### src/rtl/gaps_ram.sv
// ----------------------------------------------------------------------------
// gaps_ram
// Generic simple dual-port RAM, one write and one registered read port.
// ----------------------------------------------------------------------------
module gaps_ram #(
    parameter int WIDTH = 8,
    parameter int DEPTH = 256
) (
    input  logic                     aclk,
    input  logic                     we,
    input  logic [$clog2(DEPTH)-1:0] waddr,
    input  logic [WIDTH-1:0]         wdata,
    input  logic [$clog2(DEPTH)-1:0] raddr,
    output logic [WIDTH-1:0]         rdata
);

    logic [WIDTH-1:0] mem [DEPTH];

    always_ff @(posedge aclk) begin
        if (we) begin
            mem[waddr] <= wdata;
        end
        rdata <= mem[raddr];
    end

endmodule

### config.mk
export PLATFORM = sky130hd
export DESIGN_NAME = gaps_ram
export DESIGN_NICKNAME = d
export VERILOG_FILES = /design/src/rtl/gaps_ram.sv
export SDC_FILE = /design/constraint.sdc
export NUM_CORES = 2
export LEC_CHECK = 0
export ABC_CLOCK_PERIOD_IN_PS = 2220
export BUFFER_PORTS_ARGS = -buffer_cell sky130_fd_sc_hd__buf_2
export CORE_MARGIN = 2
export CORE_UTILIZATION = 38
export CTS_CLUSTER_DIAMETER = 80
export DETAILED_ROUTE_END_ITERATION = 10
export PLACE_DENSITY = 0.56
export SLEW_MARGIN = 20
export SYNTH_ARGS = -nofsm -noshare
export SYNTH_HDL_FRONTEND = slang
export SYNTH_SLANG_ARGS = --single-unit
export TNS_END_PERCENT = 1
### constraint.sdc
create_clock -name aclk -period 2.22 [get_ports aclk]
set_input_delay 0.444 -clock aclk [delete_from_list [all_inputs] [get_ports aclk]]
set_output_delay 0.444 -clock aclk [all_outputs]
set_load 0.005 [all_outputs]
# Word level (Yosys, flattened, before mapping)
# Memory sizes are Yosys's and may differ from the RTL's. A register that Yosys moved wholly into a read port is not among the register bits.
# Cells that the tools add are included.
[word_totals]
in_bits = 26
elab_cells = 3
memories = 1
register_bits = 0
mem_bits_rw = 2048
[op_classes]
n_mux = 2
[memory_table]
columns = ["memory", "depth", "word_bits", "read_ports", "rd_ports_with_merged_regs", "write_ports", "line", "text"]
rows = [
  ["mem", 256, 8, 1, 1, 1, "17", "logic [WIDTH-1:0] mem [DEPTH];"],
]
[ops]
columns = ["cell", "count"]
rows = [
  ["two-way mux 1 bit", 2],
]

# Longest topological paths before layout
[logic_depth]
word_depth = 2
mapped_depth = 11
depth_no_buf = 6

# Least setup slack after synthesis
# No wires, ideal clock.
[synth_timing]
path_type = "input to register"
from = "in raddr[0]"
to = "reg rdata[2] (read register of mem)"
setup_slack_ns = -0.162
required_time_ns = 2.089
path_buffers = 4
cell_stages = 9
arrival_ns = 2.251
setup_ns = 0.131
cell_sequence = "buf_6 buf_12 buf_8 buf_2 mux4_2 a22oi_1 a21oi_1 nor4_1 nor4_2"
[synth_rtl]
columns = ["element", "line", "text"]
rows = [
  ["start: declaration", "13", "input logic [$clog2(DEPTH)-1:0] raddr,"],
  ["end: declaration", "14", "output logic [WIDTH-1:0] rdata"],
]

==> flow_summary.ini <==
[cells_and_area]
drive_gt1_share_pct = 35.40
nNetsFinal = 4568
final_cells = 7528
syn2layout_area_growth_pct = 21.38
finalInstanceArea_um2 = 96570
fillers = 17364
post-route-util_pct = 46.49

[timing]
finalHoldViolCount = 0
hold-worst-slack_ns = 0.09132
fin_skew_ns = 0.04907
timing.max_slew.rel_slack_pct = 54.26
final-max-slew-violation-count = 0
fin_ws_ns = -0.04800
tns_ns = -0.1243
finalSetupViolations = 3
finalCritPeriodShare_pct = 102.2
rsz0062_at_grt = true
worst_pin_slew_ns = 0.6862
timing.fmax_ghz = 0.4409
fin_crit_ns = 2.268

[die]
ioPinCount = 34
core_um2 = 207700
start_util_pct = 38.30
die_area_um2 = 213000
dieWidth_um = 461.6
chipHeight_um = 461.6
rows = 167

[routing]
wl_per_cell_um = 28.23
drc = 0
firstDrtPassIters = 5
totalWireLength_um = 212500
vias_per_cell = 5.446
ant_nets = 0
drt_iter0_markers = 4327
vias = 40997

[placement]
gp_congestion = 0.8925
port_buffers = 33
placed_area_um2 = 89190
dpl.hpwl_um = 141600
dpl.cell_count = 7116
post-place-ws_ns = -1.315

[yosys]
async_flop_share_pct = 0
ys_warn_count = 0
syn_inst = 3733
syn_avg_cell_area_um2 = 21.31
ys_types = 55
ys_seq_elements = 2056
synth_seq_area_share_pct = 77.50
synthesis.area_um2 = 79560
yosysTopAreaCell = edfxtp_1
synth_edf_count = 2048
ys_top_cells_by_count = 2048 x edfxtp_1, 454 x mux4_2, 282 x nor2_1, 134 x mux2i_1, 133 x a22oi_1
synth_top_flop_cell = edfxtp_1
synth.net_count = 3759
synth_area_leaders = edfxtp_1 77%, mux4_2 13%, mux2i_1 1.7%, nor2_1 1.3%, a22oi_1 1.3%
yosysMostFrequentCell = edfxtp_1
synth_top_area_share_pct = 77.30

[clock_tree]
clock_latency_ns = 0.85
numCtsBuffers = 209
cts-root-buf = clkbuf_16
cts_tree = done
path_clk_slew_ns = 0.06
cts_setup_buffers = 0
clock_sinks = 2056
cts_buffer_depth = 3
htreeDepth = 4

[power_and_ir_drop]
leakage_nw = 31.46
vdd_drop_max_mv = 0.7756
finalPower_mw = 83.62
powerDensity_nw_per_um2 = 866.0

[worst_setup_path]
crit_buf_inv = 2
cp.arrival_ns = 3.00
crit_chain = mux4_2 > a22o_1 > a221oi_1 > buf_4 > o32ai_1 > nor3_1 > buf_4 > nor4_1
cp_max_fo = 1
critPathTopFamily = compound AO/OA/AOI/OAI gates
critPathMostFrequentCell = buf_4
critPathSlowestCell = mux4_2
r2r_start = mem[83][5]$_DFFE_PP_
r2r_end = rdata[5]$_DFF_P_
cp.depth = 8
cp-end-kind = flip-flop
reg2reg_slack_ns = -0.05
r2r_cells = 8
cp.required_ns = 2.95
critPathMaxStageDelay_ns = 0.49
critical_path.startpoint = mem[83][5]$_DFFE_PP_
worstSetupPathType = flip-flop to flip-flop
start_kind = flip-flop

[hold_path]
hold_path_end = mem[244][3]$_DFFE_PP_
holdCritStartpoint = wdata[3]
hold_path.class = input pin to flip-flop
hold_depth = 1

[global_route]
overflow = 0
antenna_found_initial = 19
grt_pass1_wl_um = 304900
grt_usage_pct = 20.03
grt_pass1_vias = 41840
grt_max_degree = 101

[run_status]
violations = setup timing
outcome = complete, but fails checks

[run]
max_cap_viol_count = 0
==> per-layer routing <==
metal | GRT usage (%) | up-vias | share of wire (%) | routed length [um]
met3 | 4.408 | 288 | 7.2 | 15340
met5 | 0 | - | 0.0056 | 12
li1 | - | 17383 | - | -
met4 | 6.053 | 2 | 2.8 | 5905
met2 | 31.89 | 1499 | 48 | 101900
met1 | 27.67 | 21825 | 42 | 89310
==> state kept, by name (all words and copies together), names as in the netlist <==
name,cells
mem,2048
rdata,8
==> worst reg2reg max path: cells and delay by family (launching register included) <==
family,cells,cell delay (ns)
multiplexers,1,0.49
AO/OA/AOI/OAI,3,0.69
flip-flops,1,0.37
AND/OR/NAND/NOR,2,0.24
buffers and inverters,2,0.36
==> power by group <==
part           internal (mW)  switching [mW]
sequential              42.8          0.0864
clock                   20.9            15.1
combinational           1.98            2.81
total                   65.6            18.0
==> layout make-up <==
| class | count | area (um2) | share of cell area [%] |
|---|---|---|---|
| multi-input cells | 1442 | 16790 | 17.39 |
| flip-flops and latches | 2056 | 61660 | 63.85 |
| well taps | 2788 | 3488 | 3.612 |
| clock inverters | 148 | 1577 | 1.633 |
| diodes | 11 | 27.53 | 0.02851 |
| repair buffers | 831 | 7531 | 7.799 |
| clock buffers | 250 | 5487 | 5.682 |
| inverters | 2 | 7.507 | 0.007774 |
==> layout by cell type (no fill, tap or decap), drive strengths merged, types with 3 or more instances in the layout <==
cell	count
nor2b	31
dfxtp	8
a22oi	133
inv	15
bufinv	27
o221ai	47
clkinv	99
a221oi	14
o211ai	10
o22a	5
mux2i	134
nand2b	8
and2	6
nor4	27
o21ai	12
dlygate4sd3	3
a211oi	16
or2	4
nor3	22
a2111oi	5
edfxtp	2048
a22o	8
o32ai	5
clkinvlp	9
diode	11
mux4	456
buf	827
clkbuf	251
nor2	282
nand2	33
a21oi	96
o22ai	28
nand3	34
nand4	10
==> timing repair <==
item	in CTS	in global routing
hold endpoints to repair	44	0
pin swaps	14	14
resized for setup	34	13
hold buffers	3	0
endpoints found under the setup margin	8	7
==> cell families (layout without fill, tap and decap cells) <==
kind of cell           count (synthesis)  count (layout)  share of synthesized area [%]
flip-flops                          2056            2056                          77.50
multiplexers                         591             591                          14.62
AND/OR/NAND/NOR                      466             466                          2.628
AO/OA/AOI/OAI                        385             385                          3.419
buffers and inverters                235            1231                          1.831
other                                  0              11                              0
==> worst max-delay path by stage <==
| stage | endpoint |
|---|---|
| floorplan | rdata[0]$_DFF_P_ |
| global route | rdata[7]$_DFF_P_ |
| detailed placement | rdata[7]$_DFF_P_ |
| global placement | rdata[7]$_DFF_P_ |
| CTS | rdata[4]$_DFF_P_ |
| finish | rdata[5]$_DFF_P_ |
(Power assumes the default switching activity.)
