$ cat src/rtl/gaps_pkg.sv
// ----------------------------------------------------------------------------
// gaps_pkg
// Shared types, codes and helpers of the grid A* path search block.
// ----------------------------------------------------------------------------
package gaps_pkg;

    localparam int MAX_SIDE_DEF = 64;
    localparam int COORD_W      = 6;
    localparam int ACT_W        = 2;
    localparam int STATUS_W     = 2;
    localparam int LEN_W        = 12;
    localparam int COST_W       = 16;
    localparam int DIR_W        = 3;
    localparam int CFG_W        = 7;
    localparam int CFG_IDX_W    = 1;
    localparam int OCT_W        = 8;
    localparam int S_TDATA_W    = 40;
    localparam int M_TDATA_W    = 24;

    localparam logic [CFG_W-1:0] GRID_SIDE_RST = 7'd64;

    localparam logic [CFG_IDX_W-1:0] REG_GRID_WIDTH  = 1'b0;
    localparam logic [CFG_IDX_W-1:0] REG_GRID_HEIGHT = 1'b1;

    localparam logic [ACT_W-1:0] ACT_WRITE  = 2'd0;
    localparam logic [ACT_W-1:0] ACT_SEARCH = 2'd1;
    localparam logic [ACT_W-1:0] ACT_READ   = 2'd2;
    // spare code: changes nothing, answered with a range status
    localparam logic [ACT_W-1:0] ACT_UNUSED = 2'd3;

    localparam logic [STATUS_W-1:0] ST_DONE    = 2'd0;
    localparam logic [STATUS_W-1:0] ST_FOUND   = 2'd1;
    localparam logic [STATUS_W-1:0] ST_NO_PATH = 2'd2;
    localparam logic [STATUS_W-1:0] ST_RANGE   = 2'd3;

    localparam logic [COST_W-1:0] COST_STRAIGHT = 16'd10;
    localparam logic [COST_W-1:0] COST_DIAGONAL = 16'd14;

    // Direction order: (-1,-1),(-1,0),(-1,1),(0,-1),(0,1),(1,-1),(1,0),(1,1)
    localparam logic [7:0] DIR_DIAG = 8'b1010_0101;
    localparam logic [7:0] DX_NEG   = 8'b0000_0111;
    localparam logic [7:0] DX_POS   = 8'b1110_0000;
    localparam logic [7:0] DY_NEG   = 8'b0010_1001;
    localparam logic [7:0] DY_POS   = 8'b1001_0100;
    // Orthogonal cells passed by a diagonal move
    localparam logic [DIR_W-1:0] ORTH_A [8] = '{3'd1, 3'd0, 3'd1, 3'd0, 3'd0, 3'd6, 3'd0, 3'd6};
    localparam logic [DIR_W-1:0] ORTH_B [8] = '{3'd3, 3'd0, 3'd4, 3'd0, 3'd0, 3'd3, 3'd0, 3'd4};

    typedef struct packed {
        logic [ACT_W-1:0]   action;
        logic [COORD_W-1:0] cell_x;
        logic [COORD_W-1:0] cell_y;
        logic [COORD_W-1:0] goal_x;
        logic [COORD_W-1:0] goal_y;
        logic               walkable;
        logic [LEN_W-1:0]   path_index;
    } item_t;

    typedef struct packed {
        logic [STATUS_W-1:0] status;
        logic [LEN_W-1:0]    path_length;
        logic [COORD_W-1:0]  step_x;
        logic [COORD_W-1:0]  step_y;
    } result_t;

    typedef enum logic [4:0] {
        S_CLEAR, S_IDLE, S_WR_RD, S_WR_WB, S_RD_RD, S_RD_DATA,
        S_GOAL_RD, S_GOAL_CHK, S_PROBE, S_GSEL, S_SWEEP, S_SEED,
        S_SCAN, S_SCAN_END, S_PICK, S_EXP_RD, S_EXP_UPD,
        S_TR_RD, S_TR_STEP, S_WP_RD, S_WP_WR, S_RESP
    } ctrl_state_t;

    // Octile distance: 14 per diagonal step, 10 per straight step
    function automatic logic [COST_W-1:0] octile(input logic [OCT_W-1:0] ax,
                                                  input logic [OCT_W-1:0] ay,
                                                  input logic [OCT_W-1:0] bx,
                                                  input logic [OCT_W-1:0] by);
        logic [OCT_W-1:0] dx;
        logic [OCT_W-1:0] dy;
        logic [OCT_W-1:0] mx;
        logic [OCT_W-1:0] mn;
        dx = (ax > bx) ? ax - bx : bx - ax;
        dy = (ay > by) ? ay - by : by - ay;
        mx = (dx > dy) ? dx : dy;
        mn = (dx > dy) ? dy : dx;
        return (COST_W'(mx) * COST_W'(10)) + (COST_W'(mn) << 2);
    endfunction

endpackage

$ cat src/rtl/gaps_ctrl.sv
// ----------------------------------------------------------------------------
// gaps_ctrl
// Sequencer: map writes, path reads, and the A* search over the node memory.
// ----------------------------------------------------------------------------
module gaps_ctrl #(
    parameter int MAX_SIDE = gaps_pkg::MAX_SIDE_DEF,
    parameter int CW       = $clog2(MAX_SIDE),
    parameter int AW       = 2 * CW,
    parameter int NW       = 2 + gaps_pkg::DIR_W + gaps_pkg::COST_W
) (
    input  logic                  aclk,
    input  logic                  aresetn,
    input  logic [CW:0]           side_w,
    input  logic [CW:0]           side_h,
    input  logic                  in_valid,
    output logic                  in_ready,
    input  gaps_pkg::item_t       in_item,
    output logic                  res_valid,
    input  logic                  res_ready,
    output gaps_pkg::result_t     res,
    // walk map / path store memory: {walk, path cell}
    output logic                  wm_we,
    output logic [AW-1:0]         wm_waddr,
    output logic [AW:0]           wm_wdata,
    output logic [AW-1:0]         wm_raddr,
    input  logic [AW:0]           wm_rdata,
    // node memory: {open, closed, dir, cost}
    output logic                  nd_we,
    output logic [AW-1:0]         nd_waddr,
    output logic [NW-1:0]         nd_wdata,
    output logic [AW-1:0]         nd_raddr,
    input  logic [NW-1:0]         nd_rdata
);

    localparam int SW     = CW + 1;
    localparam int COST_W = gaps_pkg::COST_W;
    localparam int DIR_W  = gaps_pkg::DIR_W;
    localparam int LEN_W  = gaps_pkg::LEN_W;
    localparam int CRD_W  = gaps_pkg::COORD_W;
    localparam int OCT_W  = gaps_pkg::OCT_W;
    localparam int CMPW   = (SW > CRD_W + 1) ? SW : CRD_W + 1;
    localparam int LCW    = (AW > LEN_W) ? AW : LEN_W;
    localparam int FW     = COST_W + 1;

    gaps_pkg::ctrl_state_t state_reg, state_next;

    logic [CW-1:0]     sx_reg, sy_reg, gx_reg, gy_reg, cx_reg, cy_reg, px_reg, py_reg;
    logic [CW-1:0]     sx_next, sy_next, gx_next, gy_next, cx_next, cy_next, px_next, py_next;
    logic              walk_bit_reg, walk_bit_next;
    logic [LEN_W-1:0]  pidx_reg, pidx_next;
    logic [AW-1:0]     addr_cnt_reg, addr_cnt_next;
    logic [3:0]        dir_cnt_reg, dir_cnt_next;
    logic [7:0]        nb_reg, nb_next;
    logic              pend_reg, pend_next, pend_in_reg, pend_in_next;
    logic [DIR_W-1:0]  pend_d_reg, pend_d_next;
    logic              probe_goal_reg, probe_goal_next;
    logic              have_reg, have_next;
    logic [FW-1:0]     bf_reg, bf_next;
    logic [COST_W-1:0] bh_reg, bh_next;
    logic [AW-1:0]     best_addr_reg, best_addr_next;
    logic [COST_W-1:0] best_cost_reg, best_cost_next;
    logic [DIR_W-1:0]  best_dir_reg, best_dir_next;
    logic [CW-1:0]     scan_x_reg, scan_y_reg, scan_x_next, scan_y_next;
    logic              s1_valid_reg, s1_valid_next;
    logic [AW-1:0]     s1_addr_reg, s1_addr_next;
    logic [COST_W-1:0] s1_h_reg, s1_h_next;
    logic [COST_W-1:0] cur_cost_reg, cur_cost_next;
    logic [AW-1:0]     len_reg, len_next, k_reg, k_next, stored_len_reg, stored_len_next;
    logic [gaps_pkg::STATUS_W-1:0] status_reg, status_next;
    logic [CW-1:0]     step_x_reg, step_y_reg, step_x_next, step_y_next;

    // Decoded node word
    logic              nd_open, nd_closed;
    logic [DIR_W-1:0]  nd_dir;
    logic [COST_W-1:0] nd_cost;
    assign nd_open   = nd_rdata[NW-1];
    assign nd_closed = nd_rdata[NW-2];
    assign nd_dir    = nd_rdata[COST_W +: DIR_W];
    assign nd_cost   = nd_rdata[COST_W-1:0];

    // Request range checks on the port-wide coordinates
    logic cell_ok, goal_ok, pidx_ok;
    assign cell_ok = (CMPW'(in_item.cell_x) < CMPW'(side_w))
                  && (CMPW'(in_item.cell_y) < CMPW'(side_h));
    assign goal_ok = (CMPW'(in_item.goal_x) < CMPW'(side_w))
                  && (CMPW'(in_item.goal_y) < CMPW'(side_h));
    assign pidx_ok = LCW'(in_item.path_index) < LCW'(stored_len_reg);

    // Neighbour of the current cell in direction dir_cnt
    logic [DIR_W-1:0] d_sel;
    logic [SW-1:0]    nx_w, ny_w;
    logic             nbr_in;
    logic [CW-1:0]    nbr_x, nbr_y;
    logic [AW-1:0]    nbr_addr;
    assign d_sel  = dir_cnt_reg[DIR_W-1:0];
    assign nx_w   = {1'b0, cx_reg} + (gaps_pkg::DX_POS[d_sel] ? SW'(1) :
                                      gaps_pkg::DX_NEG[d_sel] ? {SW{1'b1}} : SW'(0));
    assign ny_w   = {1'b0, cy_reg} + (gaps_pkg::DY_POS[d_sel] ? SW'(1) :
                                      gaps_pkg::DY_NEG[d_sel] ? {SW{1'b1}} : SW'(0));
    assign nbr_in = (nx_w < side_w) && (ny_w < side_h);
    assign nbr_x  = nx_w[CW-1:0];
    assign nbr_y  = ny_w[CW-1:0];
    assign nbr_addr = {nbr_y, nbr_x};

    // Moves allowed by bounds, walkability and the corner rule
    logic [7:0] usable;
    always_comb begin
        for (int i = 0; i < 8; i++) begin
            usable[i] = nb_reg[i] && (!gaps_pkg::DIR_DIAG[i]
                        || (nb_reg[gaps_pkg::ORTH_A[i]] && nb_reg[gaps_pkg::ORTH_B[i]]));
        end
    end

    logic [COST_W-1:0] new_cost, gsel_dist, scan_h;
    logic [FW-1:0]     s1_f;
    assign new_cost  = cur_cost_reg + (gaps_pkg::DIR_DIAG[d_sel] ? gaps_pkg::COST_DIAGONAL
                                                                  : gaps_pkg::COST_STRAIGHT);
    assign gsel_dist = gaps_pkg::octile(OCT_W'(nbr_x), OCT_W'(nbr_y),
                                        OCT_W'(sx_reg), OCT_W'(sy_reg));
    assign scan_h    = gaps_pkg::octile(OCT_W'(scan_x_reg), OCT_W'(scan_y_reg),
                                        OCT_W'(gx_reg), OCT_W'(gy_reg));
    assign s1_f      = FW'(nd_cost) + FW'(s1_h_reg);

    // One step back along came_from
    logic [CW-1:0] back_x, back_y;
    assign back_x = px_reg + (gaps_pkg::DX_NEG[nd_dir] ? CW'(1) :
                              gaps_pkg::DX_POS[nd_dir] ? {CW{1'b1}} : CW'(0));
    assign back_y = py_reg + (gaps_pkg::DY_NEG[nd_dir] ? CW'(1) :
                              gaps_pkg::DY_POS[nd_dir] ? {CW{1'b1}} : CW'(0));

    logic at_start, scan_last_x, scan_last_y, best_is_goal;
    assign at_start     = (px_reg == sx_reg) && (py_reg == sy_reg);
    assign scan_last_x  = {1'b0, scan_x_reg} == side_w - SW'(1);
    assign scan_last_y  = {1'b0, scan_y_reg} == side_h - SW'(1);
    assign best_is_goal = best_addr_reg == {gy_reg, gx_reg};

    // Next state
    always_comb begin
        state_next = state_reg;
        unique case (state_reg)
            gaps_pkg::S_CLEAR:    if (&addr_cnt_reg) state_next = gaps_pkg::S_IDLE;
            gaps_pkg::S_IDLE: begin
                if (in_valid) begin
                    priority case (in_item.action)
                        gaps_pkg::ACT_WRITE:
                            state_next = cell_ok ? gaps_pkg::S_WR_RD : gaps_pkg::S_RESP;
                        gaps_pkg::ACT_SEARCH:
                            state_next = (cell_ok && goal_ok) ? gaps_pkg::S_GOAL_RD
                                                              : gaps_pkg::S_RESP;
                        gaps_pkg::ACT_READ:
                            state_next = pidx_ok ? gaps_pkg::S_RD_RD : gaps_pkg::S_RESP;
                        default: state_next = gaps_pkg::S_RESP;
                    endcase
                end
            end
            gaps_pkg::S_WR_RD:    state_next = gaps_pkg::S_WR_WB;
            gaps_pkg::S_WR_WB:    state_next = gaps_pkg::S_RESP;
            gaps_pkg::S_RD_RD:    state_next = gaps_pkg::S_RD_DATA;
            gaps_pkg::S_RD_DATA:  state_next = gaps_pkg::S_RESP;
            gaps_pkg::S_GOAL_RD:  state_next = gaps_pkg::S_GOAL_CHK;
            gaps_pkg::S_GOAL_CHK: state_next = wm_rdata[AW] ? gaps_pkg::S_SWEEP
                                                            : gaps_pkg::S_PROBE;
            gaps_pkg::S_PROBE: begin
                if (dir_cnt_reg[3]) begin
                    state_next = probe_goal_reg ? gaps_pkg::S_GSEL : gaps_pkg::S_EXP_RD;
                end
            end
            gaps_pkg::S_GSEL: begin
                if (dir_cnt_reg[3]) begin
                    state_next = have_reg ? gaps_pkg::S_SWEEP : gaps_pkg::S_RESP;
                end
            end
            gaps_pkg::S_SWEEP:    if (&addr_cnt_reg) state_next = gaps_pkg::S_SEED;
            gaps_pkg::S_SEED:     state_next = gaps_pkg::S_SCAN;
            gaps_pkg::S_SCAN:     if (scan_last_x && scan_last_y) state_next = gaps_pkg::S_SCAN_END;
            gaps_pkg::S_SCAN_END: state_next = gaps_pkg::S_PICK;
            gaps_pkg::S_PICK: begin
                priority if (!have_reg) state_next = gaps_pkg::S_RESP;
                else if (best_is_goal)  state_next = gaps_pkg::S_TR_RD;
                else                    state_next = gaps_pkg::S_PROBE;
            end
            gaps_pkg::S_EXP_RD: begin
                priority if (dir_cnt_reg[3]) state_next = gaps_pkg::S_SCAN;
                else if (usable[d_sel])      state_next = gaps_pkg::S_EXP_UPD;
                else                         state_next = gaps_pkg::S_EXP_RD;
            end
            gaps_pkg::S_EXP_UPD:  state_next = gaps_pkg::S_EXP_RD;
            gaps_pkg::S_TR_RD:    state_next = at_start ? gaps_pkg::S_WP_RD : gaps_pkg::S_TR_STEP;
            gaps_pkg::S_TR_STEP:  state_next = gaps_pkg::S_TR_RD;
            gaps_pkg::S_WP_RD:    state_next = (k_reg == '0) ? gaps_pkg::S_RESP
                                                             : gaps_pkg::S_WP_WR;
            gaps_pkg::S_WP_WR:    state_next = gaps_pkg::S_WP_RD;
            gaps_pkg::S_RESP:     if (res_ready) state_next = gaps_pkg::S_IDLE;
            default:              state_next = gaps_pkg::S_CLEAR;
        endcase
    end

    // Outputs and memory requests
    always_comb begin
        in_ready  = 1'b0;
        res_valid = 1'b0;
        wm_we     = 1'b0;
        wm_waddr  = addr_cnt_reg;
        wm_wdata  = {1'b1, {AW{1'b0}}};
        wm_raddr  = {gy_reg, gx_reg};
        nd_we     = 1'b0;
        nd_waddr  = addr_cnt_reg;
        nd_wdata  = '0;
        nd_raddr  = {scan_y_reg, scan_x_reg};
        unique case (state_reg)
            gaps_pkg::S_CLEAR: begin
                wm_we = 1'b1;
                nd_we = 1'b1;
            end
            gaps_pkg::S_IDLE:    in_ready = 1'b1;
            gaps_pkg::S_WR_RD:   wm_raddr = {sy_reg, sx_reg};
            gaps_pkg::S_WR_WB: begin
                wm_we    = 1'b1;
                wm_waddr = {sy_reg, sx_reg};
                wm_wdata = {walk_bit_reg, wm_rdata[AW-1:0]};
            end
            gaps_pkg::S_RD_RD:   wm_raddr = AW'(pidx_reg);
            gaps_pkg::S_PROBE:   wm_raddr = nbr_addr;
            gaps_pkg::S_SWEEP:   nd_we = 1'b1;
            gaps_pkg::S_SEED: begin
                nd_we    = 1'b1;
                nd_waddr = {sy_reg, sx_reg};
                nd_wdata = {1'b1, 1'b0, {DIR_W{1'b0}}, {COST_W{1'b0}}};
            end
            gaps_pkg::S_PICK: begin
                nd_we    = have_reg;
                nd_waddr = best_addr_reg;
                nd_wdata = {1'b0, 1'b1, best_dir_reg, best_cost_reg};
            end
            gaps_pkg::S_EXP_RD:  nd_raddr = nbr_addr;
            gaps_pkg::S_EXP_UPD: begin
                nd_waddr = nbr_addr;
                nd_wdata = {1'b1, 1'b0, d_sel, new_cost};
                nd_we    = !nd_closed && (!nd_open || new_cost < nd_cost);
            end
            gaps_pkg::S_TR_RD:   nd_raddr = {py_reg, px_reg};
            gaps_pkg::S_WP_RD: begin
                nd_raddr = {py_reg, px_reg};
                wm_raddr = k_reg - AW'(1);
            end
            gaps_pkg::S_WP_WR: begin
                wm_we    = 1'b1;
                wm_waddr = k_reg - AW'(1);
                wm_wdata = {wm_rdata[AW], py_reg, px_reg};
            end
            gaps_pkg::S_RESP:    res_valid = 1'b1;
            default: ;
        endcase
    end

    assign res.status      = status_reg;
    assign res.path_length = LEN_W'(stored_len_reg);
    assign res.step_x      = CRD_W'(step_x_reg);
    assign res.step_y      = CRD_W'(step_y_reg);

    // Datapath
    always_comb begin
        sx_next = sx_reg;  sy_next = sy_reg;  gx_next = gx_reg;  gy_next = gy_reg;
        cx_next = cx_reg;  cy_next = cy_reg;  px_next = px_reg;  py_next = py_reg;
        walk_bit_next   = walk_bit_reg;
        pidx_next       = pidx_reg;
        addr_cnt_next   = addr_cnt_reg;
        dir_cnt_next    = dir_cnt_reg;
        nb_next         = nb_reg;
        pend_next       = 1'b0;
        pend_in_next    = pend_in_reg;
        pend_d_next     = pend_d_reg;
        probe_goal_next = probe_goal_reg;
        have_next       = have_reg;
        bf_next         = bf_reg;
        bh_next         = bh_reg;
        best_addr_next  = best_addr_reg;
        best_cost_next  = best_cost_reg;
        best_dir_next   = best_dir_reg;
        scan_x_next     = scan_x_reg;
        scan_y_next     = scan_y_reg;
        s1_valid_next   = 1'b0;
        s1_addr_next    = s1_addr_reg;
        s1_h_next       = s1_h_reg;
        cur_cost_next   = cur_cost_reg;
        len_next        = len_reg;
        k_next          = k_reg;
        stored_len_next = stored_len_reg;
        status_next     = status_reg;
        step_x_next     = step_x_reg;
        step_y_next     = step_y_reg;

        unique case (state_reg)
            gaps_pkg::S_CLEAR:  addr_cnt_next = addr_cnt_reg + AW'(1);
            gaps_pkg::S_IDLE: begin
                sx_next       = CW'(in_item.cell_x);
                sy_next       = CW'(in_item.cell_y);
                gx_next       = CW'(in_item.goal_x);
                gy_next       = CW'(in_item.goal_y);
                walk_bit_next = in_item.walkable;
                pidx_next     = in_item.path_index;
                step_x_next   = '0;
                step_y_next   = '0;
                status_next   = gaps_pkg::ST_RANGE;
                addr_cnt_next = '0;
                if (in_valid && in_item.action == gaps_pkg::ACT_SEARCH) begin
                    stored_len_next = '0;
                end
            end
            gaps_pkg::S_WR_WB:  status_next = gaps_pkg::ST_DONE;
            gaps_pkg::S_RD_DATA: begin
                status_next = gaps_pkg::ST_DONE;
                step_x_next = wm_rdata[CW-1:0];
                step_y_next = wm_rdata[AW-1:CW];
            end
            gaps_pkg::S_GOAL_CHK: begin
                cx_next         = gx_reg;
                cy_next         = gy_reg;
                dir_cnt_next    = '0;
                probe_goal_next = 1'b1;
            end
            gaps_pkg::S_PROBE: begin
                if (pend_reg) begin
                    nb_next[pend_d_reg] = pend_in_reg && wm_rdata[AW];
                end
                if (!dir_cnt_reg[3]) begin
                    pend_next    = 1'b1;
                    pend_d_next  = d_sel;
                    pend_in_next = nbr_in;
                    dir_cnt_next = dir_cnt_reg + 4'd1;
                end else begin
                    dir_cnt_next = '0;
                    have_next    = 1'b0;
                end
            end
            gaps_pkg::S_GSEL: begin
                if (!dir_cnt_reg[3]) begin
                    dir_cnt_next = dir_cnt_reg + 4'd1;
                    if (usable[d_sel] && (!have_reg || gsel_dist < bh_reg)) begin
                        have_next = 1'b1;
                        bh_next   = gsel_dist;
                        px_next   = nbr_x;
                        py_next   = nbr_y;
                    end
                end else if (have_reg) begin
                    gx_next = px_reg;
                    gy_next = py_reg;
                end else begin
                    status_next = gaps_pkg::ST_NO_PATH;
                end
            end
            gaps_pkg::S_SWEEP:  addr_cnt_next = addr_cnt_reg + AW'(1);
            gaps_pkg::S_SEED: begin
                scan_x_next = '0;
                scan_y_next = '0;
                have_next   = 1'b0;
            end
            gaps_pkg::S_SCAN, gaps_pkg::S_SCAN_END: begin
                if (state_reg == gaps_pkg::S_SCAN) begin
                    s1_valid_next = 1'b1;
                    s1_addr_next  = {scan_y_reg, scan_x_reg};
                    s1_h_next     = scan_h;
                    if (scan_last_x) begin
                        scan_x_next = '0;
                        scan_y_next = scan_last_y ? '0 : scan_y_reg + CW'(1);
                    end else begin
                        scan_x_next = scan_x_reg + CW'(1);
                    end
                end
                if (s1_valid_reg && nd_open && (!have_reg || s1_f < bf_reg
                    || (s1_f == bf_reg && s1_h_reg < bh_reg))) begin
                    have_next      = 1'b1;
                    bf_next        = s1_f;
                    bh_next        = s1_h_reg;
                    best_addr_next = s1_addr_reg;
                    best_cost_next = nd_cost;
                    best_dir_next  = nd_dir;
                end
            end
            gaps_pkg::S_PICK: begin
                cx_next         = best_addr_reg[CW-1:0];
                cy_next         = best_addr_reg[AW-1:CW];
                cur_cost_next   = best_cost_reg;
                dir_cnt_next    = '0;
                probe_goal_next = 1'b0;
                px_next         = gx_reg;
                py_next         = gy_reg;
                len_next        = '0;
                if (!have_reg) status_next = gaps_pkg::ST_NO_PATH;
            end
            gaps_pkg::S_EXP_RD: begin
                if (dir_cnt_reg[3]) begin
                    scan_x_next = '0;
                    scan_y_next = '0;
                    have_next   = 1'b0;
                end else if (!usable[d_sel]) begin
                    dir_cnt_next = dir_cnt_reg + 4'd1;
                end
            end
            gaps_pkg::S_EXP_UPD: dir_cnt_next = dir_cnt_reg + 4'd1;
            gaps_pkg::S_TR_RD: begin
                if (at_start) begin
                    k_next  = len_reg;
                    px_next = gx_reg;
                    py_next = gy_reg;
                end
            end
            gaps_pkg::S_TR_STEP: begin
                px_next  = back_x;
                py_next  = back_y;
                len_next = len_reg + AW'(1);
            end
            gaps_pkg::S_WP_RD: begin
                if (k_reg == '0) begin
                    stored_len_next = len_reg;
                    status_next     = gaps_pkg::ST_FOUND;
                end
            end
            gaps_pkg::S_WP_WR: begin
                px_next = back_x;
                py_next = back_y;
                k_next  = k_reg - AW'(1);
            end
            default: ;
        endcase
    end

    always_ff @(posedge aclk) begin
        if (!aresetn) begin
            state_reg      <= gaps_pkg::S_CLEAR;
            addr_cnt_reg   <= '0;
            stored_len_reg <= '0;
            pend_reg       <= 1'b0;
            s1_valid_reg   <= 1'b0;
        end else begin
            state_reg      <= state_next;
            addr_cnt_reg   <= addr_cnt_next;
            stored_len_reg <= stored_len_next;
            pend_reg       <= pend_next;
            s1_valid_reg   <= s1_valid_next;
        end
    end

    always_ff @(posedge aclk) begin
        sx_reg <= sx_next;  sy_reg <= sy_next;  gx_reg <= gx_next;  gy_reg <= gy_next;
        cx_reg <= cx_next;  cy_reg <= cy_next;  px_reg <= px_next;  py_reg <= py_next;
        walk_bit_reg   <= walk_bit_next;
        pidx_reg       <= pidx_next;
        dir_cnt_reg    <= dir_cnt_next;
        nb_reg         <= nb_next;
        pend_in_reg    <= pend_in_next;
        pend_d_reg     <= pend_d_next;
        probe_goal_reg <= probe_goal_next;
        have_reg       <= have_next;
        bf_reg         <= bf_next;
        bh_reg         <= bh_next;
        best_addr_reg  <= best_addr_next;
        best_cost_reg  <= best_cost_next;
        best_dir_reg   <= best_dir_next;
        scan_x_reg     <= scan_x_next;
        scan_y_reg     <= scan_y_next;
        s1_addr_reg    <= s1_addr_next;
        s1_h_reg       <= s1_h_next;
        cur_cost_reg   <= cur_cost_next;
        len_reg        <= len_next;
        k_reg          <= k_next;
        status_reg     <= status_next;
        step_x_reg     <= step_x_next;
        step_y_reg     <= step_y_next;
    end

endmodule

$ cat config.mk
export PLATFORM = sky130hd
export DESIGN_NAME = gaps_ctrl
export DESIGN_NICKNAME = d
export VERILOG_FILES = /design/src/rtl/gaps_pkg.sv /design/src/rtl/gaps_ctrl.sv
export SDC_FILE = /design/constraint.sdc
export NUM_CORES = 1
export LEC_CHECK = 0
export BUFFER_PORTS_ARGS = -buffer_cell sky130_fd_sc_hd__buf_2
export CORE_ASPECT_RATIO = 1.2
export CORE_UTILIZATION = 50
export DETAILED_ROUTE_END_ITERATION = 10
export PLACE_DENSITY_LB_ADDON = 0.3
export RECOVER_POWER = 25
export SKIP_CTS_REPAIR_TIMING = 1
export SLEW_MARGIN = 10
export SYNTH_ARGS = -nofsm -noshare
export SYNTH_HDL_FRONTEND = slang
export SYNTH_SLANG_ARGS = --single-unit
$ cat constraint.sdc
create_clock -name aclk -period 27.4 [get_ports aclk]
set_clock_uncertainty 0.05 [all_clocks]
set_input_delay 2.74 -clock aclk [delete_from_list [all_inputs] [get_ports aclk]]
set_output_delay 2.74 -clock aclk [all_outputs]
set_load 0.05 [all_outputs]
==> Word level (Yosys, flattened, before mapping) <==
Memories as Yosys holds them, arrays and structs flattened. A register that Yosys moved wholly into a read port is not among the register bits.
Index checks and enable logic that the tools add are counted.
{ "totals": {"regBits": 268, "mem_bits_ro": 72, "inputBits": 91, "out_inout_bits": 112, "mem_count": 9} }
{ "op_classes": {"n_addsub": 24, "mul": 2, "order_cmp": 21, "n_eq_ne": 49, "n_mux": 121, "bitwise": 1, "reduce_logical": 72} }
{ "memory_table": {"columns": ["name", "words", "word_bits", "read_ports", "rd_ports_with_merged_regs", "wr", "line", "source"], "rows": [
  ["(name not given)", 8, 1, 1, 0, 0, "gaps_ctrl.sv:129", "gaps_pkg::DY_POS[nd_dir] ? {CW{1'b1}} : CW'(0));"],
  ["(name not given)", 8, 1, 1, 0, 0, "gaps_ctrl.sv:128", "assign back_y = py_reg + (gaps_pkg::DY_NEG[nd_dir] ? CW'(1) :"],
  ["(name not given)", 8, 1, 1, 0, 0, "gaps_ctrl.sv:127", "gaps_pkg::DX_POS[nd_dir] ? {CW{1'b1}} : CW'(0));"],
  ["(name not given)", 8, 1, 1, 0, 0, "gaps_ctrl.sv:126", "assign back_x = px_reg + (gaps_pkg::DX_NEG[nd_dir] ? CW'(1) :"],
  ["(name not given)", 8, 1, 1, 1, 0, "gaps_ctrl.sv:116", "assign new_cost = cur_cost_reg + (gaps_pkg::DIR_DIAG[d_sel] ? gaps_pkg::COST_DIAGONAL"],
  ["(name not given)", 8, 1, 1, 1, 0, "gaps_ctrl.sv:99", "gaps_pkg::DY_NEG[d_sel] ? {SW{1'b1}} : SW'(0));"],
  ["+3 memories", null, null, null, null, null, null, null]
]} }
{ "op_table": {"columns": ["op", "n"], "rows": [
  ["case mux 12 bit (2 select lines)", 6],
  ["2-to-1 mux 6 bit", 20],
  ["case mux 5 bit (21 select lines)", 1],
  ["2-to-1 mux 5 bit", 15],
  ["case mux 6 bit (2 select lines)", 6],
  ["2-to-1 mux 8 bit", 8],
  ["case mux 21 bit (3 select lines)", 1],
  ["subtractor 6 x 6 -> 7 bit", 8],
  ["2-to-1 mux 16 bit", 3],
  ["case mux 12 bit (4 select lines)", 1],
  ["case mux 6 bit (4 select lines)", 2],
  ["equality test 5 x 4 -> 1 bit, second input constant", 8],
  ["inequality test 2 bit, second input constant", 19],
  ["2-to-1 mux 12 bit", 3],
  ["case mux 12 bit (3 select lines)", 1],
  ["case mux 6 bit (3 select lines)", 2],
  ["less-than comparator 16 bit", 2],
  ["case mux 16 bit (2 select lines)", 1],
  ["equality test 5 bit, second input constant", 6],
  ["less-than comparator 6 x 7 -> 1 bit", 4],
  ["2-to-1 mux 7 bit", 4],
  ["adder 12 x 10 -> 13 bit", 2],
  ["case mux 13 bit (2 select lines)", 1],
  ["adder 12 x 1 -> 12 bit, second input constant", 2],
  ["other kinds (59)", 164]
]} }

==> Depth between registers and ports, before layout <==
Gate-level depths: netlist of the first run.
{ "depth": {"depth_word": 17, "mapped_depth": 50, "mapped_depth_nobuf": 50} }

==> Worst setup path before layout of the first run <==
Ideal clock, no wire load.
{ "synth_timing": {"kind": "register -> register", "from": "register with a tool-made name", "to": "register bh_reg[10] (enable)", "setup_time_ns": 0.398, "t_arrival_ns": 9.275, "path_slack_ns": 17.677, "stages_incl_launch_ff": 51, "n_path_buf": 1, "path_cell_list": "dfxtp_1 > or2_2 > ha_1 > nand2_1 > nand2_1 > a21oi_1 > inv_1 > a21oi_1 > mux2i_1 > xnor2_1 > inv_1 > ha_1 > nand3_1 > a21o_1 > a21oi_4 > mux2i_1 > o221ai_1 > xnor2_1 > [... 15 more ...] > o21bai_1 > a21oi_1 > xnor2_1 > ha_1 > a21oi_1 > nand2_1 > nor3b_1 > mux2i_1 > and3b_1 > nor2_1 > ha_1 > and3_1 > nand3_1 > or3_1 > o21ai_0 > a21oi_1 > o21ai_0 > o21ai_0"} }
{ "synth_rtl": {"columns": ["element", "line", "source"], "rows": [
  ["end signal: assignment", "gaps_ctrl.sv:456", "bh_reg <= bh_next;"],
  ["end: declaration", "gaps_ctrl.sv:59", "logic [COST_W-1:0] bh_reg, bh_next;"]
]} }

==> impl_table.tex, run 1 <==
\begin{tabular}{lr}
\hline
Metric & Value \\
\hline
\multicolumn{2}{l}{\textbf{Run status}} \\
Failing checks & max-capacitance violations, max-slew violations \\
Outcome & finished, violations left \\
\multicolumn{2}{l}{\textbf{Setup path}} \\
Critical Path RT & 27.55 ns \\
Slowest Stage Delay on Critical Path & 0.95 ns \\
Cell type of the slowest stage on the worst timing path & sky130\_fd\_sc\_hd\_\_a21oi\_1 \\
Crit path arrival time & 11.15 ns \\
CP endpoint kind & flip-flop \\
Worst setup slack for register-to-register paths & 16.40 ns \\
Top cell family by delay on the critical path & compound AO/OA/AOI/OAI gates \\
Reg-to-Reg End & px\_reg[0] \\
Combined buffer and inverter count along the critical path & 3 \\
Logic depth of the worst register-to-register path & 47 \\
CP Class & flip-flop to flip-flop \\
Top fanout value on the critical path & 12 \\
Setup crit start kind & flip-flop \\
Cell repeated most along the worst path & sky130\_fd\_sc\_hd\_\_a21oi\_1 \\
\multicolumn{2}{l}{\textbf{Global routing}} \\
Wire length of the first global-routing pass & 106000 um \\
GRT Residual Overflow & 0 \\
Initial antenna violation count & 1 \\
Number of global-route vias before repair & 17900 \\
Pin count of the biggest net entering global routing & 53 \\
GRT Overall Usage & 0.328 \\
\multicolumn{2}{l}{\textbf{Layout}} \\
Growth of design area from synthesis to finish & 12.1\% \\
Max reg flops & 17 \\
Layout net count & 2777 \\
Fill cell count & 3652 \\
Area of the multi-input gates & 0.0123 mm2 \\
Final std cell area, no fill & 0.0235 mm2 \\
Register area & 0.00757 mm2 \\
Layout cells sized above 1 & 0.116 \\
\multicolumn{2}{l}{\textbf{CTS}} \\
Clock sink count & 264 \\
Number of clock buffers inserted by TritonCTS & 29 \\
Master cell of the clock root buffer & sky130\_fd\_sc\_hd\_\_clkbuf\_16 \\
CTS clk-pin slew, worst paths & 0.06 ns \\
\# H-tree levels & 1 \\
Clock tree from TritonCTS & done \\
Clk Latency, worst-skew pair & 0.59 ns \\
Number of buffers on the longest clock path & 3 \\
\multicolumn{2}{l}{\textbf{Yosys}} \\
Number of synthesized flops with an enable pin & 228 \\
Cell Area, Synth & 0.0209 mm2 \\
Unique cell type count in the Yosys netlist & 84 \\
Most instantiated flip-flop cell in the synthesis netlist & sky130\_fd\_sc\_hd\_\_edfxtp\_1 \\
Share of flip-flops with an asynchronous set or reset after synthesis & 0 \\
Post-synthesis average cell area & 9.37 um2 \\
Sequential area share after synthesis & 0.362 \\
Number of warnings issued by yosys & 0 \\
Net count after synthesis & 2591 \\
Synth Register Bits & 264 \\
Post-Synthesis Cells & 2234 \\
\multicolumn{2}{l}{\textbf{Floorplanning}} \\
Die Height & 226 um \\
Die area & 0.0427 mm2 \\
Starting density of the core & 0.510 \\
Overall die width & 189 um \\
Core Area & 0.0410 mm2 \\
IO Pins & 203 \\
Placement Rows & 81 \\
\multicolumn{2}{l}{\textbf{Timing}} \\
Slew Viols, Final & 78 \\
Worst slew margin relative to its limit & -0.850 \\
Tcrit/Tclk final & 0.402 \\
Maximum clock frequency & 90.9 MHz \\
Count of endpoints failing setup in the final report & 0 \\
Hold Vio Cnt, Final & 0 \\
Post-route minimum period & 11.00 ns \\
RSZ-0062 raised after global routing & no \\
Hold slack & 0.371 ns \\
Worst Tran Pin Value & 2.78 ns \\
Post-route setup TNS & 0 ns \\
\multicolumn{2}{l}{\textbf{Placement}} \\
Estimated wirelength of the detail-placed design & 55700 um \\
Count of buffers from port buffering & 202 \\
Total cell area at the placement stage & 0.0225 mm2 \\
RD Place Congestion & 0.998 \\
\multicolumn{2}{l}{\textbf{Route}} \\
Post-route ant nets & 0 \\
Vias per cell & 6.18 \\
Drt first-iter violations & 1684 \\
WL/cell & 23.7 um \\
Total number of vias & 18400 \\
Routed WL & 70700 um \\
Number of DRC violations after detailed routing & 0 \\
Number of detailed-routing iterations run before antenna repair & 6 \\
\multicolumn{2}{l}{\textbf{Worst hold path}} \\
Worst min-delay path category & flip-flop to flip-flop \\
Endpoint of the worst hold-timing path & best\_addr\_reg[7] \\
Min-Delay Path Depth & 0 \\
Worst min-delay path startpoint & s1\_addr\_reg[7] \\
\multicolumn{2}{l}{\textbf{Flow run}} \\
MaxCap Viol Count & 2 \\
\hline
\end{tabular}
## Yosys cell counts (5+ instances only)
library cell,count,share of area
sky130_fd_sc_hd__nor2b_1,40,0.012
sky130_fd_sc_hd__edfxtp_1,228,0.33
sky130_fd_sc_hd__a222oi_1,9,0.0043
sky130_fd_sc_hd__a21oi_1,143,0.034
sky130_fd_sc_hd__a211oi_1,10,0.0036
sky130_fd_sc_hd__a22oi_1,45,0.016
sky130_fd_sc_hd__nor3_1,44,0.011
sky130_fd_sc_hd__a221o_1,14,0.0067
sky130_fd_sc_hd__o21bai_1,18,0.0065
sky130_fd_sc_hd__a21boi_0,7,0.0025
sky130_fd_sc_hd__inv_1,195,0.035
sky130_fd_sc_hd__a21o_1,68,0.024
sky130_fd_sc_hd__nand2b_1,27,0.0081
sky130_fd_sc_hd__o21a_1,21,0.0075
sky130_fd_sc_hd__a2111oi_0,6,0.0025
sky130_fd_sc_hd__or3_1,9,0.0027
sky130_fd_sc_hd__nand3b_1,5,0.0018
sky130_fd_sc_hd__nand3_1,56,0.013
sky130_fd_sc_hd__nor2_1,166,0.030
sky130_fd_sc_hd__o22ai_1,7,0.0021
sky130_fd_sc_hd__fa_1,16,0.015
sky130_fd_sc_hd__nand4_1,19,0.0057
sky130_fd_sc_hd__and2_1,16,0.0048
sky130_fd_sc_hd__mux2_2,14,0.0075
sky130_fd_sc_hd__xnor2_1,96,0.040
sky130_fd_sc_hd__o21ai_0,128,0.031
sky130_fd_sc_hd__nand2_1,181,0.032
sky130_fd_sc_hd__nor4_1,14,0.0042
sky130_fd_sc_hd__dfxtp_1,36,0.034
sky130_fd_sc_hd__a22o_1,34,0.014
sky130_fd_sc_hd__or2_2,8,0.0024
sky130_fd_sc_hd__xor2_1,57,0.024
sky130_fd_sc_hd__o221ai_1,6,0.0025
sky130_fd_sc_hd__o21ai_1,6,0.0014
sky130_fd_sc_hd__mux2i_1,25,0.012
sky130_fd_sc_hd__o211ai_1,10,0.0036
sky130_fd_sc_hd__o2111ai_1,7,0.0029
sky130_fd_sc_hd__clkbuf_1,63,0.011
sky130_fd_sc_hd__and3_1,31,0.0093
sky130_fd_sc_hd__nor3b_1,10,0.0036
sky130_fd_sc_hd__a31oi_1,13,0.0039
sky130_fd_sc_hd__ha_1,250,0.15
## worst max path at each step
stage,start,slack (ns),end,cells past startpoint
after detailed placement,flip-flop,16.56,py_reg[1],47
after global routing,flip-flop,15.26,px_reg[0],47
after global placement,flip-flop,16.95,py_reg[2],49
final,flip-flop,16.40,px_reg[0],47
after CTS,flip-flop,16.52,py_reg[1],47
after floorplan,flip-flop,17.68,bh_reg[10],50
## final cells by class
cell class / count / share of cell area
Antenna cell: 1 / 0.000107
Clock buffer: 38 / 0.0360
Clock inverter: 16 / 0.00603
Inverter: 197 / 0.0315
Multi-Input combinational cell: 1701 / 0.526
Sequential cell: 264 / 0.323
Tap cell: 539 / 0.0288
Timing Repair Buffer: 227 / 0.0486
## per-stage QoR
step	std cells	worst slack [ns]	util
after floorplan	2234	17.68	-
after global placement	2928	16.95	0.549
after detailed placement	2928	16.56	0.549
after CTS	2982	16.52	0.573
after global routing	2982	15.26	0.571
final	2983	16.40	0.571
## per-layer routing
layer | track usage | wire length, um
met1 | 0.398 | 27100
met5 | 0 | 0
met3 | 0.0519 | 5940
met4 | 0.171 | 4080
met2 | 0.560 | 33500
## layout by cell type (no fill, tap or decap), types with 57 or more instances in the layout
cell / Yosys / final
sky130_fd_sc_hd__ha_1: 250 / 250
sky130_fd_sc_hd__xor2_1: 57 / 57
sky130_fd_sc_hd__xnor2_1: 96 / 96
sky130_fd_sc_hd__a21o_1: 68 / 68
sky130_fd_sc_hd__edfxtp_1: 228 / 228
sky130_fd_sc_hd__nand2_1: 181 / 181
sky130_fd_sc_hd__nor2_1: 166 / 164
sky130_fd_sc_hd__o21ai_0: 128 / 128
sky130_fd_sc_hd__buf_2: 0 / 173
sky130_fd_sc_hd__inv_1: 195 / 194
sky130_fd_sc_hd__a21oi_1: 143 / 143
## logic make-up after synthesis
family / count (synthesis) / synth area share
compound gates: 594 / 0.189
xor+xnor: 154 / 0.0651
fa+ha+maj: 266 / 0.165
buf+inv: 269 / 0.0493
flops: 264 / 0.362
mux: 41 / 0.0209
simple gates: 646 / 0.149
## worst reg2reg max path, delay by kind of cell, from the launching register on
kind / cells / cell delay [ns]
AOI/OAI and AO/OA: 20 / 4.34
xor gates and xnor gates: 4 / 1.12
adders and majority gates: 7 / 2.30
buffers and inverters: 3 / 0.35
DFF: 1 / 0.30
muxes: 2 / 0.58
and+or+nand+nor: 11 / 1.54
Power of run 1 is left out: the tool's default activity adds up to more than one toggle a clock period on the data nets, which glitch-free logic cannot reach.
==> run 2: changes to the inputs <==
--- a/config.mk
+++ b/config.mk
@@ -5,6 +5,7 @@
 export SDC_FILE = /design/constraint.sdc
 export NUM_CORES = 1
 export LEC_CHECK = 0
+export ABC_AREA = 1
 export BUFFER_PORTS_ARGS = -buffer_cell sky130_fd_sc_hd__buf_2
 export CORE_ASPECT_RATIO = 1.2
 export CORE_UTILIZATION = 50
==> constraint.sdc (replaced) <==
create_clock -name aclk -period 10.8 [get_ports aclk]
set_clock_uncertainty 0.05 [all_clocks]
set_input_delay 1.08 -clock aclk [delete_from_list [all_inputs] [get_ports aclk]]
set_output_delay 1.08 -clock aclk [all_outputs]
set_load 0.05 [all_outputs]
==> impl_table.tex, run 2 <==
\begin{tabular}{lr}
\hline
Metric & Value \\
\hline
\multicolumn{2}{l}{\textbf{Run status}} \\
Outcome & finished, violations left \\
Failing checks & max-capacitance violations, max-slew violations \\
\multicolumn{2}{l}{\textbf{Timing}} \\
Worst slew margin relative to its limit & -0.166 \\
Post-route minimum period & 9.65 ns \\
Maximum clock frequency & 104 MHz \\
Hold slack & 0.370 ns \\
RSZ-0062 raised after global routing & no \\
Count of endpoints failing setup in the final report & 0 \\
Tcrit/Tclk final & 0.894 \\
Worst Tran Pin Value & 1.75 ns \\
Post-route setup TNS & 0 ns \\
Setup WS post-layout & 1.15 ns \\
Hold Vio Cnt, Final & 0 \\
Slew Viols, Final & 26 \\
\multicolumn{2}{l}{\textbf{Route}} \\
Number of detailed-routing iterations run before antenna repair & 6 \\
WL/cell & 21.6 um \\
Vias per cell & 5.76 \\
Total number of vias & 18800 \\
Number of DRC violations after detailed routing & 0 \\
Routed WL & 70600 um \\
Post-route ant nets & 0 \\
Drt first-iter violations & 1331 \\
\multicolumn{2}{l}{\textbf{CTS}} \\
Master cell of the clock root buffer & sky130\_fd\_sc\_hd\_\_clkbuf\_16 \\
Clk Latency, worst-skew pair & 0.61 ns \\
CTS clk-pin slew, worst paths & 0.07 ns \\
\# H-tree levels & 1 \\
Number of clock buffers inserted by TritonCTS & 28 \\
Clock tree from TritonCTS & done \\
Clock sink count & 264 \\
Number of buffers on the longest clock path & 3 \\
\multicolumn{2}{l}{\textbf{Yosys}} \\
Unique cell type count in the Yosys netlist & 69 \\
Sequential area share after synthesis & 0.365 \\
Synth Register Bits & 264 \\
Top post-synthesis cells by area & sky130\_fd\_sc\_hd\_\_edfxtp\_1 33\%, sky130\_fd\_sc\_hd\_\_ha\_1 15\%, sky130\_fd\_sc\_hd\_\_nand2\_1 8.4\%, sky130\_fd\_sc\_hd\_\_inv\_1 7.6\%, sky130\_fd\_sc\_hd\_\_o21ai\_0 4.2\% \\
Post-Synthesis Cells & 2499 \\
Number of warnings issued by yosys & 0 \\
Cell Area, Synth & 0.0207 mm2 \\
Most instantiated flip-flop cell in the synthesis netlist & sky130\_fd\_sc\_hd\_\_edfxtp\_1 \\
Number of synthesized flops with an enable pin & 228 \\
Net count after synthesis & 2856 \\
Most frequent cells after synthesis & 464 x sky130\_fd\_sc\_hd\_\_nand2\_1, 418 x sky130\_fd\_sc\_hd\_\_inv\_1, 250 x sky130\_fd\_sc\_hd\_\_ha\_1 \\
Leading cell type by number of instances after synthesis & sky130\_fd\_sc\_hd\_\_nand2\_1 \\
Post-synthesis average cell area & 8.30 um2 \\
Share of flip-flops with an asynchronous set or reset after synthesis & 0 \\
Area share of the largest cell type after synthesis & 0.330 \\
Top cell type by total area after synthesis & sky130\_fd\_sc\_hd\_\_edfxtp\_1 \\
\multicolumn{2}{l}{\textbf{Layout}} \\
Ant. Diodes & 0 \\
Max reg flops & 17 \\
Final std cells w/o fill & 3265 \\
Layout net count & 3061 \\
Growth of design area from synthesis to finish & 12.4\% \\
Layout cells sized above 1 & 0.105 \\
Most common cell after layout, fill and taps aside & sky130\_fd\_sc\_hd\_\_nand2\_1 \\
Most used cells in the layout excluding fill and tap cells & 464 x sky130\_fd\_sc\_hd\_\_nand2\_1, 419 x sky130\_fd\_sc\_hd\_\_inv\_1, 250 x sky130\_fd\_sc\_hd\_\_ha\_1 \\
\multicolumn{2}{l}{\textbf{Setup path}} \\
Critical Path RT & 10.94 ns \\
Logic depth of the worst register-to-register path & 53 \\
Cell repeated most along the worst path & sky130\_fd\_sc\_hd\_\_nand2\_1 \\
Worst setup slack for register-to-register paths & 1.15 ns \\
Slowest Stage Delay on Critical Path & 0.77 ns \\
Setup crit start kind & flip-flop \\
Reg-to-Reg End & bh\_reg[12] \\
Cell type of the slowest stage on the worst timing path & sky130\_fd\_sc\_hd\_\_nor2\_1 \\
Top fanout value on the critical path & 22 \\
CP Class & flip-flop to flip-flop \\
CP endpoint kind & flip-flop \\
Crit path arrival time & 9.79 ns \\
\multicolumn{2}{l}{\textbf{Power and ir drop}} \\
Static Leak & 10.7 nW \\
Worst VDD drop & 0.199 mV \\
Power density normalized to cell area & 99.0 mW/mm2 \\
\multicolumn{2}{l}{\textbf{Worst hold path}} \\
Worst min-delay path category & flip-flop to flip-flop \\
Endpoint of the worst hold-timing path & best\_addr\_reg[8] \\
Worst min-delay path startpoint & s1\_addr\_reg[8] \\
Min-Delay Path Depth & 0 \\
\multicolumn{2}{l}{\textbf{Placement}} \\
RD Place Congestion & 1.02 \\
Place WS & 1.24 ns \\
Count of buffers from port buffering & 202 \\
Estimated wirelength of the detail-placed design & 57600 um \\
Number of placed instances, taps included & 3213 \\
\multicolumn{2}{l}{\textbf{Floorplanning}} \\
Starting density of the core & 0.508 \\
Core Area & 0.0408 mm2 \\
Die Height & 225 um \\
Placement Rows & 81 \\
Die area & 0.0423 mm2 \\
Overall die width & 188 um \\
IO Pins & 203 \\
\multicolumn{2}{l}{\textbf{Global routing}} \\
Number of global-route vias before repair & 18400 \\
GRT Residual Overflow & 0 \\
Wire length of the first global-routing pass & 106000 um \\
GRT Overall Usage & 0.331 \\
Initial antenna violation count & 1 \\
Pin count of the biggest net entering global routing & 38 \\
\multicolumn{2}{l}{\textbf{Flow run}} \\
MaxCap Viol Count & 1 \\
\hline
\end{tabular}
run 2: where the power goes:
part / internal [mW] / switching, mW
combinational: 0.0512 / 0.0850
sequential: 1.10 / 0.00120
clock: 0.625 / 0.448
run 2: worst max path at each step:
stage | start | end | slack (ns) | cells after the start
after global placement | flip-flop | bh_reg[3] | 1.62 | 53
after CTS | flip-flop | bh_reg[10] | 1.20 | 53
final | flip-flop | bh_reg[12] | 1.15 | 53
after global routing | flip-flop | bh_reg[12] | 0.07 | 53
after floorplan | flip-flop | bh_reg[10] | 2.48 | 53
after detailed placement | flip-flop | bh_reg[6] | 1.24 | 53
run 2: layout make-up:
cell class,count,area [um2]
flip-flops and latches,264,7570
clock inverters,22,300
well taps,539,674
repair buffers,218,1060
fillers,3752,17500
inverters,425,1600
multi-input cells,1767,11400
clock buffers,30,708
run 2: per-layer routing:
layer,wire length (um),track usage,share of wire
met4,4860,0.206,0.069
met2,33300,0.563,0.47
met3,5230,0.0428,0.074
met1,27200,0.397,0.38
met5,13,0,0.00018
run 2: stage by stage:
stage	total power, mW	utilization	cell area (um2)
6_report	2.31	0.571	23300
5_1_grt	2.37	0.571	23300
4_1_cts	2.32	0.573	23400
3_5_place_dp	1.26	0.548	22400
3_3_place_gp	1.25	0.548	22400
2_1_floorplan	1.21	-	20700
run 2: cell families (layout without fill, tap and decap cells):
| group | after synthesis | count (layout) | share of synthesized area |
|---|---|---|---|
| AOI/OAI and AO/OA | 509 | 509 | 0.149 |
| xor gates and xnor gates | 122 | 122 | 0.0519 |
| and+or+nand+nor | 865 | 865 | 0.179 |
| adders and majority gates | 266 | 266 | 0.166 |
| buffers and inverters | 468 | 695 | 0.0864 |
| DFF | 264 | 264 | 0.365 |
| muxes | 5 | 5 | 0.00241 |
run 2: critical path: cells and delay by family (launching register included):
kind | cells | cell delay, ns
flops | 1 | 0.33
xor+xnor | 2 | 0.42
simple gates | 22 | 3.40
mux | 1 | 0.25
buf+inv | 9 | 0.72
fa+ha+maj | 7 | 2.08
compound gates | 12 | 2.00
No activity file was read; power rests on OpenSTA's default activity.
